**src/hw/rtl/dewt_pkg.sv**
```systemverilog
// Shared constants, types and codes of the dual encoder window tachometer.
package dewt_pkg;

    localparam int FRAC_BITS  = 4;
    localparam int TIME_W     = 32;
    localparam int TOTAL_W    = 32;
    localparam int CFG_W      = 16;
    localparam int CFG_IDX_W  = 2;
    localparam int SPEED_W    = 24;
    localparam int PROD_W     = TOTAL_W + CFG_W;
    localparam int NUM_W      = PROD_W + FRAC_BITS;
    localparam int QUO_BITS   = SPEED_W + 1;
    localparam int DIV_W      = PROD_W + QUO_BITS - 1;
    localparam int STEP_W     = $clog2(QUO_BITS);

    localparam logic [CFG_W-1:0] MS_PER_MIN        = CFG_W'(60000);
    localparam logic [CFG_W-1:0] WINDOW_MS_RESET   = CFG_W'(100);
    localparam logic [CFG_W-1:0] TICKS_REV_RESET   = CFG_W'(20);
    localparam logic [SPEED_W-1:0] SPEED_MAX       = {SPEED_W{1'b1}};

    localparam logic [CFG_IDX_W-1:0] CFG_WINDOW_MS     = CFG_IDX_W'(0);
    localparam logic [CFG_IDX_W-1:0] CFG_TICKS_PER_REV = CFG_IDX_W'(1);

    typedef enum logic [1:0] {
        OP_IDLE,
        OP_MUL,
        OP_DIV_LOAD,
        OP_DIV_STEP
    } op_t;

    typedef struct packed {
        op_t                op;
        logic [TOTAL_W-1:0] a;
        logic [CFG_W-1:0]   b;
        logic [PROD_W-1:0]  den;
    } cmd_t;

endpackage

```
**src/hw/rtl/dewt_if.sv**
```systemverilog
// Valid/ready channel interfaces for the input words and the result words.
interface dewt_in_if;
    logic                          valid;
    logic                          ready;
    logic [dewt_pkg::TIME_W-1:0]   now_ms;
    logic [dewt_pkg::TOTAL_W-1:0]  left_edges;
    logic [dewt_pkg::TOTAL_W-1:0]  right_edges;

    modport source (output valid, output now_ms, output left_edges, output right_edges,
                    input ready);
    modport sink (input valid, input now_ms, input left_edges, input right_edges,
                  output ready);
endinterface

interface dewt_out_if;
    logic                          valid;
    logic                          ready;
    logic [dewt_pkg::SPEED_W-1:0]  left_speed;
    logic [dewt_pkg::SPEED_W-1:0]  right_speed;

    modport source (output valid, output left_speed, output right_speed, input ready);
    modport sink (input valid, input left_speed, input right_speed, output ready);
endinterface

```
**src/hw/rtl/dewt_arith.sv**
```systemverilog
// Shared arithmetic unit: one 32x16 multiplier and one compare-subtract divider step.
module dewt_arith (
    input  logic                                clk,
    input  dewt_pkg::cmd_t                      cmd,
    output logic [dewt_pkg::PROD_W-1:0]         prod,
    output logic [dewt_pkg::QUO_BITS-1:0]       quo
);

    logic [dewt_pkg::PROD_W-1:0]   prod_reg;
    logic [dewt_pkg::NUM_W-1:0]    rem_reg;
    logic [dewt_pkg::DIV_W-1:0]    div_reg;
    logic [dewt_pkg::QUO_BITS-1:0] quo_reg;
    logic [dewt_pkg::DIV_W-1:0]    rem_ext;
    logic [dewt_pkg::DIV_W-1:0]    diff;
    logic                          fits;

    assign rem_ext = dewt_pkg::DIV_W'(rem_reg);
    assign diff    = rem_ext - div_reg;
    assign fits    = rem_ext >= div_reg;

    always_ff @(posedge clk)
    begin
        unique case (cmd.op)
            dewt_pkg::OP_IDLE:
            begin
            end
            dewt_pkg::OP_MUL:
            begin
                prod_reg <= dewt_pkg::PROD_W'(cmd.a) * dewt_pkg::PROD_W'(cmd.b);
            end
            dewt_pkg::OP_DIV_LOAD:
            begin
                rem_reg <= {prod_reg, {dewt_pkg::FRAC_BITS{1'b0}}};
                div_reg <= dewt_pkg::DIV_W'(cmd.den) << (dewt_pkg::QUO_BITS - 1);
                quo_reg <= '0;
            end
            dewt_pkg::OP_DIV_STEP:
            begin
                if (fits)
                begin
                    rem_reg <= diff[dewt_pkg::NUM_W-1:0];
                end
                quo_reg <= {quo_reg[dewt_pkg::QUO_BITS-2:0], fits};
                div_reg <= div_reg >> 1;
            end
            default:
            begin
            end
        endcase
    end

    assign prod = prod_reg;
    assign quo  = quo_reg;

endmodule

```
**src/hw/rtl/dual_encoder_window_tachometer.sv**
```systemverilog
// Top level of the dual encoder window tachometer with its sequencer.
//
// The input channel takes one word per time sample: the millisecond time and the running
// edge totals of both wheels. A word whose elapsed time since the window start is below
// window_ms produces nothing, and the block goes back to idle. A word that closes a window
// produces one result word with both wheel speeds in rpm, unsigned with four fractional bits,
// saturating at the field maximum. A closing word passes the check and the divisor multiply,
// then per wheel, left first, a numerator multiply, a divider load and the divider steps, and
// last the finish state: one 32x16 multiplier forms the common divisor and each wheel's
// numerator, and one compare-subtract unit produces 25 quotient bits per wheel, one bit per
// cycle. The input is not ready while a word is being worked on. The result sits in an output
// register, so the next word is accepted while a result waits; a stalled receiver only holds
// the block once the following result is finished. The configuration port writes window_ms
// (index 0) and ticks_per_rev (index 1); the user must write them only while the block is
// idle, which the block itself does not enforce. A zero ticks_per_rev counts as one.
// Reset restores window_ms to 100, ticks_per_rev to 20, clears the window start and the
// stored totals, and drops any pending result.
module dual_encoder_window_tachometer (
    input  logic                             clk,
    input  logic                             rst_n,
    input  logic                             cfg_we,
    input  logic [dewt_pkg::CFG_IDX_W-1:0]   cfg_index,
    input  logic [dewt_pkg::CFG_W-1:0]       cfg_data,
    dewt_in_if.sink                          in_ch,
    dewt_out_if.source                       out_ch
);

    typedef enum logic [3:0] {
        ST_IDLE,
        ST_CHECK,
        ST_MUL_DEN,
        ST_MUL_NUML,
        ST_LOAD_L,
        ST_STEP_L,
        ST_MUL_NUMR,
        ST_LOAD_R,
        ST_STEP_R,
        ST_FINISH
    } state_t;

    state_t                           state_reg;
    logic [dewt_pkg::CFG_W-1:0]       window_ms_reg;
    logic [dewt_pkg::CFG_W-1:0]       ticks_rev_reg;
    logic [dewt_pkg::TIME_W-1:0]      window_start_reg;
    logic [dewt_pkg::TOTAL_W-1:0]     left_prev_reg;
    logic [dewt_pkg::TOTAL_W-1:0]     right_prev_reg;
    logic [dewt_pkg::TIME_W-1:0]      now_reg;
    logic [dewt_pkg::TOTAL_W-1:0]     left_reg;
    logic [dewt_pkg::TOTAL_W-1:0]     right_reg;
    logic [dewt_pkg::TIME_W-1:0]      elapsed_reg;
    logic [dewt_pkg::TOTAL_W-1:0]     left_delta_reg;
    logic [dewt_pkg::TOTAL_W-1:0]     right_delta_reg;
    logic                             zero_reg;
    logic [dewt_pkg::PROD_W-1:0]      den_reg;
    logic [dewt_pkg::STEP_W-1:0]      step_reg;
    logic [dewt_pkg::SPEED_W-1:0]     left_res_reg;
    logic                             out_valid_reg;
    logic [dewt_pkg::SPEED_W-1:0]     left_speed_reg;
    logic [dewt_pkg::SPEED_W-1:0]     right_speed_reg;

    logic [dewt_pkg::TIME_W-1:0]      elapsed;
    logic [dewt_pkg::CFG_W-1:0]       ticks_eff;
    logic [dewt_pkg::SPEED_W-1:0]     quo_sat;
    logic                             last_step;
    logic                             out_free;
    dewt_pkg::cmd_t                   cmd;
    logic [dewt_pkg::PROD_W-1:0]      prod;
    logic [dewt_pkg::QUO_BITS-1:0]    quo;

    assign elapsed   = now_reg - window_start_reg;
    assign ticks_eff = (ticks_rev_reg == '0) ? dewt_pkg::CFG_W'(1) : ticks_rev_reg;
    assign quo_sat   = zero_reg ? '0 :
                       (quo[dewt_pkg::QUO_BITS-1] ? dewt_pkg::SPEED_MAX
                                                  : quo[dewt_pkg::SPEED_W-1:0]);
    assign last_step = step_reg == dewt_pkg::STEP_W'(dewt_pkg::QUO_BITS - 1);
    assign out_free  = !out_valid_reg || out_ch.ready;

    always_comb
    begin
        cmd.op  = dewt_pkg::OP_IDLE;
        cmd.a   = left_delta_reg;
        cmd.b   = dewt_pkg::MS_PER_MIN;
        cmd.den = den_reg;
        unique case (state_reg)
            ST_MUL_DEN:
            begin
                cmd.op = dewt_pkg::OP_MUL;
                cmd.a  = elapsed_reg;
                cmd.b  = ticks_eff;
            end
            ST_MUL_NUML:
            begin
                cmd.op = dewt_pkg::OP_MUL;
            end
            ST_MUL_NUMR:
            begin
                cmd.op = dewt_pkg::OP_MUL;
                cmd.a  = right_delta_reg;
            end
            ST_LOAD_L, ST_LOAD_R:
            begin
                cmd.op = dewt_pkg::OP_DIV_LOAD;
            end
            ST_STEP_L, ST_STEP_R:
            begin
                cmd.op = dewt_pkg::OP_DIV_STEP;
            end
            default:
            begin
                cmd.op = dewt_pkg::OP_IDLE;
            end
        endcase
    end

    dewt_arith u_arith (
        .clk  (clk),
        .cmd  (cmd),
        .prod (prod),
        .quo  (quo)
    );

    always_ff @(posedge clk or negedge rst_n)
    begin
        if (!rst_n)
        begin
            state_reg        <= ST_IDLE;
            window_ms_reg    <= dewt_pkg::WINDOW_MS_RESET;
            ticks_rev_reg    <= dewt_pkg::TICKS_REV_RESET;
            window_start_reg <= '0;
            left_prev_reg    <= '0;
            right_prev_reg   <= '0;
            out_valid_reg    <= 1'b0;
            step_reg         <= '0;
        end
        else
        begin
            if (cfg_we)
            begin
                unique case (cfg_index)
                    dewt_pkg::CFG_WINDOW_MS:     window_ms_reg <= cfg_data;
                    dewt_pkg::CFG_TICKS_PER_REV: ticks_rev_reg <= cfg_data;
                    default:
                    begin
                    end
                endcase
            end

            if (out_valid_reg && out_ch.ready && state_reg != ST_FINISH)
            begin
                out_valid_reg <= 1'b0;
            end

            unique case (state_reg)
                ST_IDLE:
                begin
                    if (in_ch.valid)
                    begin
                        now_reg   <= in_ch.now_ms;
                        left_reg  <= in_ch.left_edges;
                        right_reg <= in_ch.right_edges;
                        state_reg <= ST_CHECK;
                    end
                end
                ST_CHECK:
                begin
                    if (elapsed < dewt_pkg::TIME_W'(window_ms_reg))
                    begin
                        state_reg <= ST_IDLE;
                    end
                    else
                    begin
                        elapsed_reg      <= elapsed;
                        zero_reg         <= elapsed == '0;
                        left_delta_reg   <= left_reg - left_prev_reg;
                        right_delta_reg  <= right_reg - right_prev_reg;
                        left_prev_reg    <= left_reg;
                        right_prev_reg   <= right_reg;
                        window_start_reg <= now_reg;
                        state_reg        <= ST_MUL_DEN;
                    end
                end
                ST_MUL_DEN:
                begin
                    state_reg <= ST_MUL_NUML;
                end
                ST_MUL_NUML:
                begin
                    den_reg   <= prod;
                    state_reg <= ST_LOAD_L;
                end
                ST_LOAD_L:
                begin
                    step_reg  <= '0;
                    state_reg <= ST_STEP_L;
                end
                ST_STEP_L:
                begin
                    step_reg <= step_reg + 1'b1;
                    if (last_step)
                    begin
                        state_reg <= ST_MUL_NUMR;
                    end
                end
                ST_MUL_NUMR:
                begin
                    left_res_reg <= quo_sat;
                    state_reg    <= ST_LOAD_R;
                end
                ST_LOAD_R:
                begin
                    step_reg  <= '0;
                    state_reg <= ST_STEP_R;
                end
                ST_STEP_R:
                begin
                    step_reg <= step_reg + 1'b1;
                    if (last_step)
                    begin
                        state_reg <= ST_FINISH;
                    end
                end
                ST_FINISH:
                begin
                    if (out_free)
                    begin
                        out_valid_reg   <= 1'b1;
                        left_speed_reg  <= left_res_reg;
                        right_speed_reg <= quo_sat;
                        state_reg       <= ST_IDLE;
                    end
                end
                default:
                begin
                    state_reg <= ST_IDLE;
                end
            endcase
        end
    end

    assign in_ch.ready        = state_reg == ST_IDLE;
    assign out_ch.valid       = out_valid_reg;
    assign out_ch.left_speed  = left_speed_reg;
    assign out_ch.right_speed = right_speed_reg;

    a_busy_after_accept: assert property (@(posedge clk) disable iff (!rst_n)
        in_ch.valid && in_ch.ready |=> !in_ch.ready)
        else $error("input ready stayed high after an accepted word");

    a_step_bound: assert property (@(posedge clk) disable iff (!rst_n)
        (state_reg == ST_STEP_L || state_reg == ST_STEP_R)
        |-> step_reg <= dewt_pkg::STEP_W'(dewt_pkg::QUO_BITS - 1))
        else $error("divider step count ran past the quotient width");

    a_result_from_finish: assert property (@(posedge clk) disable iff (!rst_n)
        $rose(out_valid_reg) |-> $past(state_reg == ST_FINISH))
        else $error("result word raised outside the finish step");

    a_zero_elapsed: assert property (@(posedge clk) disable iff (!rst_n)
        state_reg == ST_FINISH && zero_reg && out_free
        |=> out_ch.left_speed == '0 && out_ch.right_speed == '0)
        else $error("zero elapsed time gave a nonzero speed");

endmodule
```
**src/flat_wrapper.sv**
```systemverilog
// flat-port wrapper written by rule: the top's interface ports become plain ports
module dual_encoder_window_tachometer_flat 
  (clk, rst_n, cfg_we, cfg_index, cfg_data, in_ch_valid, in_ch_now_ms, in_ch_left_edges, in_ch_right_edges, in_ch_ready, out_ch_valid, out_ch_left_speed, out_ch_right_speed, out_ch_ready);
  dewt_in_if in_ch_i ();
  dewt_out_if out_ch_i ();
  input  logic clk;
  input  logic rst_n;
  input  logic cfg_we;
  input  logic [dewt_pkg::CFG_IDX_W-1:0] cfg_index;
  input  logic [dewt_pkg::CFG_W-1:0] cfg_data;
  input wire logic [$bits(in_ch_i.valid)-1:0] in_ch_valid;
  input wire logic [$bits(in_ch_i.now_ms)-1:0] in_ch_now_ms;
  input wire logic [$bits(in_ch_i.left_edges)-1:0] in_ch_left_edges;
  input wire logic [$bits(in_ch_i.right_edges)-1:0] in_ch_right_edges;
  output wire logic [$bits(in_ch_i.ready)-1:0] in_ch_ready;
  output wire logic [$bits(out_ch_i.valid)-1:0] out_ch_valid;
  output wire logic [$bits(out_ch_i.left_speed)-1:0] out_ch_left_speed;
  output wire logic [$bits(out_ch_i.right_speed)-1:0] out_ch_right_speed;
  input wire logic [$bits(out_ch_i.ready)-1:0] out_ch_ready;
  assign in_ch_i.valid = in_ch_valid;
  assign in_ch_i.now_ms = in_ch_now_ms;
  assign in_ch_i.left_edges = in_ch_left_edges;
  assign in_ch_i.right_edges = in_ch_right_edges;
  assign in_ch_ready = in_ch_i.ready;
  assign out_ch_valid = out_ch_i.valid;
  assign out_ch_left_speed = out_ch_i.left_speed;
  assign out_ch_right_speed = out_ch_i.right_speed;
  assign out_ch_i.ready = out_ch_ready;
  dual_encoder_window_tachometer u_core (.clk(clk), .rst_n(rst_n), .cfg_we(cfg_we), .cfg_index(cfg_index), .cfg_data(cfg_data), .in_ch(in_ch_i), .out_ch(out_ch_i));
endmodule
```
**config.mk**
```make
export PLATFORM = sky130hd
export DESIGN_NAME = dual_encoder_window_tachometer_flat
export DESIGN_NICKNAME = d
export VERILOG_FILES = /design/src/hw/rtl/dewt_pkg.sv /design/src/hw/rtl/dewt_if.sv /design/src/hw/rtl/dewt_arith.sv /design/src/hw/rtl/dual_encoder_window_tachometer.sv /design/src/flat_wrapper.sv
export SDC_FILE = /design/constraint.sdc
export NUM_CORES = 2
export LEC_CHECK = 0
export BUFFER_PORTS_ARGS = -buffer_cell sky130_fd_sc_hd__buf_2
export CORE_MARGIN = 3
export CORE_UTILIZATION = 40
export DETAILED_ROUTE_END_ITERATION = 10
export PLACE_DENSITY = 0.55
export SYNTH_ARGS = -nofsm -noshare
export SYNTH_HDL_FRONTEND = slang
export SYNTH_SLANG_ARGS = --single-unit
```
**constraint.sdc**
```tcl
create_clock -name clk -period 23.2 [get_ports clk]
set_clock_uncertainty 0.15 [all_clocks]
set_input_delay 1.16 -clock clk [delete_from_list [all_inputs] [get_ports clk]]
set_output_delay 1.16 -clock clk [all_outputs]
set_load 0.005 [all_outputs]
```
==> out/qor.yml <==
drt:
  first_pass_iters: 5
  totalWireLength_microns: 120000
  avgRoutedWirePerCell_microns: 18.9
  drc: 0
  num_vias: 32261
  ant_nets: 0
  drt_iter0_drc: 2290
  viasPerCell: 5.09
global_routing:
  grt_pass1_wl_microns: 189000
  grtUsageTotal_pct: 19.8
  grt_pass1_vias: 32907
  grt_max_degree: 107
  antenna_found_initial: 0
  overflow: 0
die:
  start_util_pct: 40.6
  io_pins: 169
  die_x_microns: 351
  chipHeight_microns: 351
  dieArea_sq_um: 123000
  core_sq_um: 117000
  core.rowCount: 125
final_layout:
  area_growth_pct: 11.0
  final_common_cell: "inv_1"
  final_cell_mix: "inv_1 (674), nand2_1 (564), edfxtp_1 (510)"
  final_util_pct: 45.1
  final_nets: 5575
  stdcell_area_sq_um: 52700
  register_area_sq_um: 18800
  drive_above_1_share_pct: 10.9
  largest_reg_flops: 72
  nFillCells: 11219
  multi_input_area_sq_um: 25600
sta:
  hold_viol: 0
  finalSetupTns_ns: 0
  setup_violations: 0
  slew_headroom_pct: 28.4
  maxSlewViolCount: 0
  rsz0062_at_grt: "false"
  fin_crit_sh_pct: 41.5
  period_minus_slack_ns: 9.63
  max_freq_mhz: 104
  holdWs_ns: 0.267
  worst-slew-pin-transition_ns: 1.07
cts:
  htreeDepth: 3
  path_clk_slew_ns: 0.06
  cts_resized: 0
  cts_num_sinks: 648
  post-cts-setup-buffers: 0
  clock_latency_ns: 0.66
  holdBufCountCts: 0
  cts_buffers: 75
  cts_buffer_depth: 3
  cts_tree: "built"
  root_buffer: "clkbuf_16"
critical_path:
  r2r_slack_ns: 13.57
  cp_common_cell: "fa_1"
  path_max_fanout: 40
  max_stage_delay_ns: 0.77
  critPathKind: "reg2reg"
  cp.required_ns: 23.44
  cp.arrival_ns: 9.87
  crit_slowest_cell: "nor3_1"
  worstSetupEndpointType: "register"
  startpoint_type: "register"
place:
  placed_area_sq_um: 50200
  dpl.hpwl_microns: 92000
  io_buffer_count: 168
  place_congestion: 0.918
run:
  cap_violations: 0
synthesis:
  synth-seq-area-share_pct: 39.5
  synth-seq-cells: 648
  synth_ff_type: "edfxtp_1"
  async_flop_share_pct: 21.3
  synth_cell_types: 80
  synth_area_sq_um: 47500
  synthesis.nets: 5428
  synth_edf_count: 510
  synth_area_per_cell_sq_um: 10.3
  syn_inst: 4605
  synth_warnings: 0
run_status:
  status: "finished, final reports clean"
worst_hold_path:
  hp-class: "reg2reg"
==> critical path, delay by kind of cell (launching register included) <==
kind / cells / cell delay [ns]
buffers and inverters: 5 / 0.74
flip-flops: 1 / 0.68
AND/OR/NAND/NOR: 4 / 1.17
AO/OA/AOI/OAI: 10 / 2.88
adder cells (fa/ha/maj): 7 / 3.55
XOR/XNOR: 1 / 0.14
==> cell families after synthesis <==
group                      synth area share (%)
buffers and inverters                      6.75
and+or+nand+nor                            13.5
adders and majority gates                  25.2
xor gates and xnor gates                   2.99
AOI/OAI and AO/OA                          8.90
DFF                                        39.5
muxes                                      3.15
==> cells in the mapped netlist, drive strengths merged, types with 38 or more instances <==
cell / n / share of area, %
nand3: 44 / 0.46
dfrtp: 133 / 7.0
ha: 282 / 7.4
nor3: 76 / 0.80
a21oi: 173 / 1.8
xor2: 58 / 1.1
nand2b: 40 / 0.53
o21ai: 188 / 2.0
and2: 44 / 0.58
nor2b: 38 / 0.51
clkbuf: 143 / 1.1
a21o: 116 / 1.8
inv: 675 / 5.3
fa: 422 / 18
mux2: 115 / 3.0
nor2: 511 / 4.0
edfxtp: 510 / 32
xnor2: 104 / 1.9
nand2: 565 / 4.5
==> area by class of cell <==
type | instances | area share [%]
tap | 1524 | 3.62
clock buffer | 93 | 3.88
multi-input combinational | 3116 | 48.6
sequential | 648 | 35.6
inverter | 675 | 4.81
antenna | 1 | 0.00474
clock inverter | 46 | 0.906
timing repair buffer | 236 | 2.60
==> path summary, 6_finish.rpt <==
kind	start	end	cells after the start
worst max-delay path	u_core.state_reg[3]$_DFFE_PN0P_	u_core.u_arith.prod[39]$_DFFE_PN_	27
worst min-delay path	u_core.left_res_reg[2]$_DFFE_PP_	u_core.out_ch.left_speed[2]$_DFFE_PP_	0
worst max register to register	u_core.state_reg[3]$_DFFE_PN0P_	u_core.u_arith.prod[39]$_DFFE_PN_	27
worst min register to register	u_core.left_res_reg[2]$_DFFE_PP_	u_core.out_ch.left_speed[2]$_DFFE_PP_	0
max in group asynchronous	rst_n	u_core.right_prev_reg[6]$_DFFE_PN0P_	3
min in group asynchronous	rst_n	u_core.step_reg[1]$_DFFE_PN0N_	1
==> routing by layer <==
layer	up-vias	share of wire, %	global-route usage, %
met2	856	45	31.0
li1	15521	-	-
met3	168	6.0	3.58
met4	0	3.6	6.95
met5	-	0	0
met1	15716	46	27.6
==> per-stage QoR <==
step	setup slack (ns)	instances
after floorplan	3.99	4605
after global placement	13.32	6198
after detailed placement	13.64	6199
after CTS	13.61	6338
after global routing	12.99	6338
final	13.57	6339
Power is left out: the tool's default activity adds up to more than one toggle a clock period on the data nets, which glitch-free logic cannot reach.
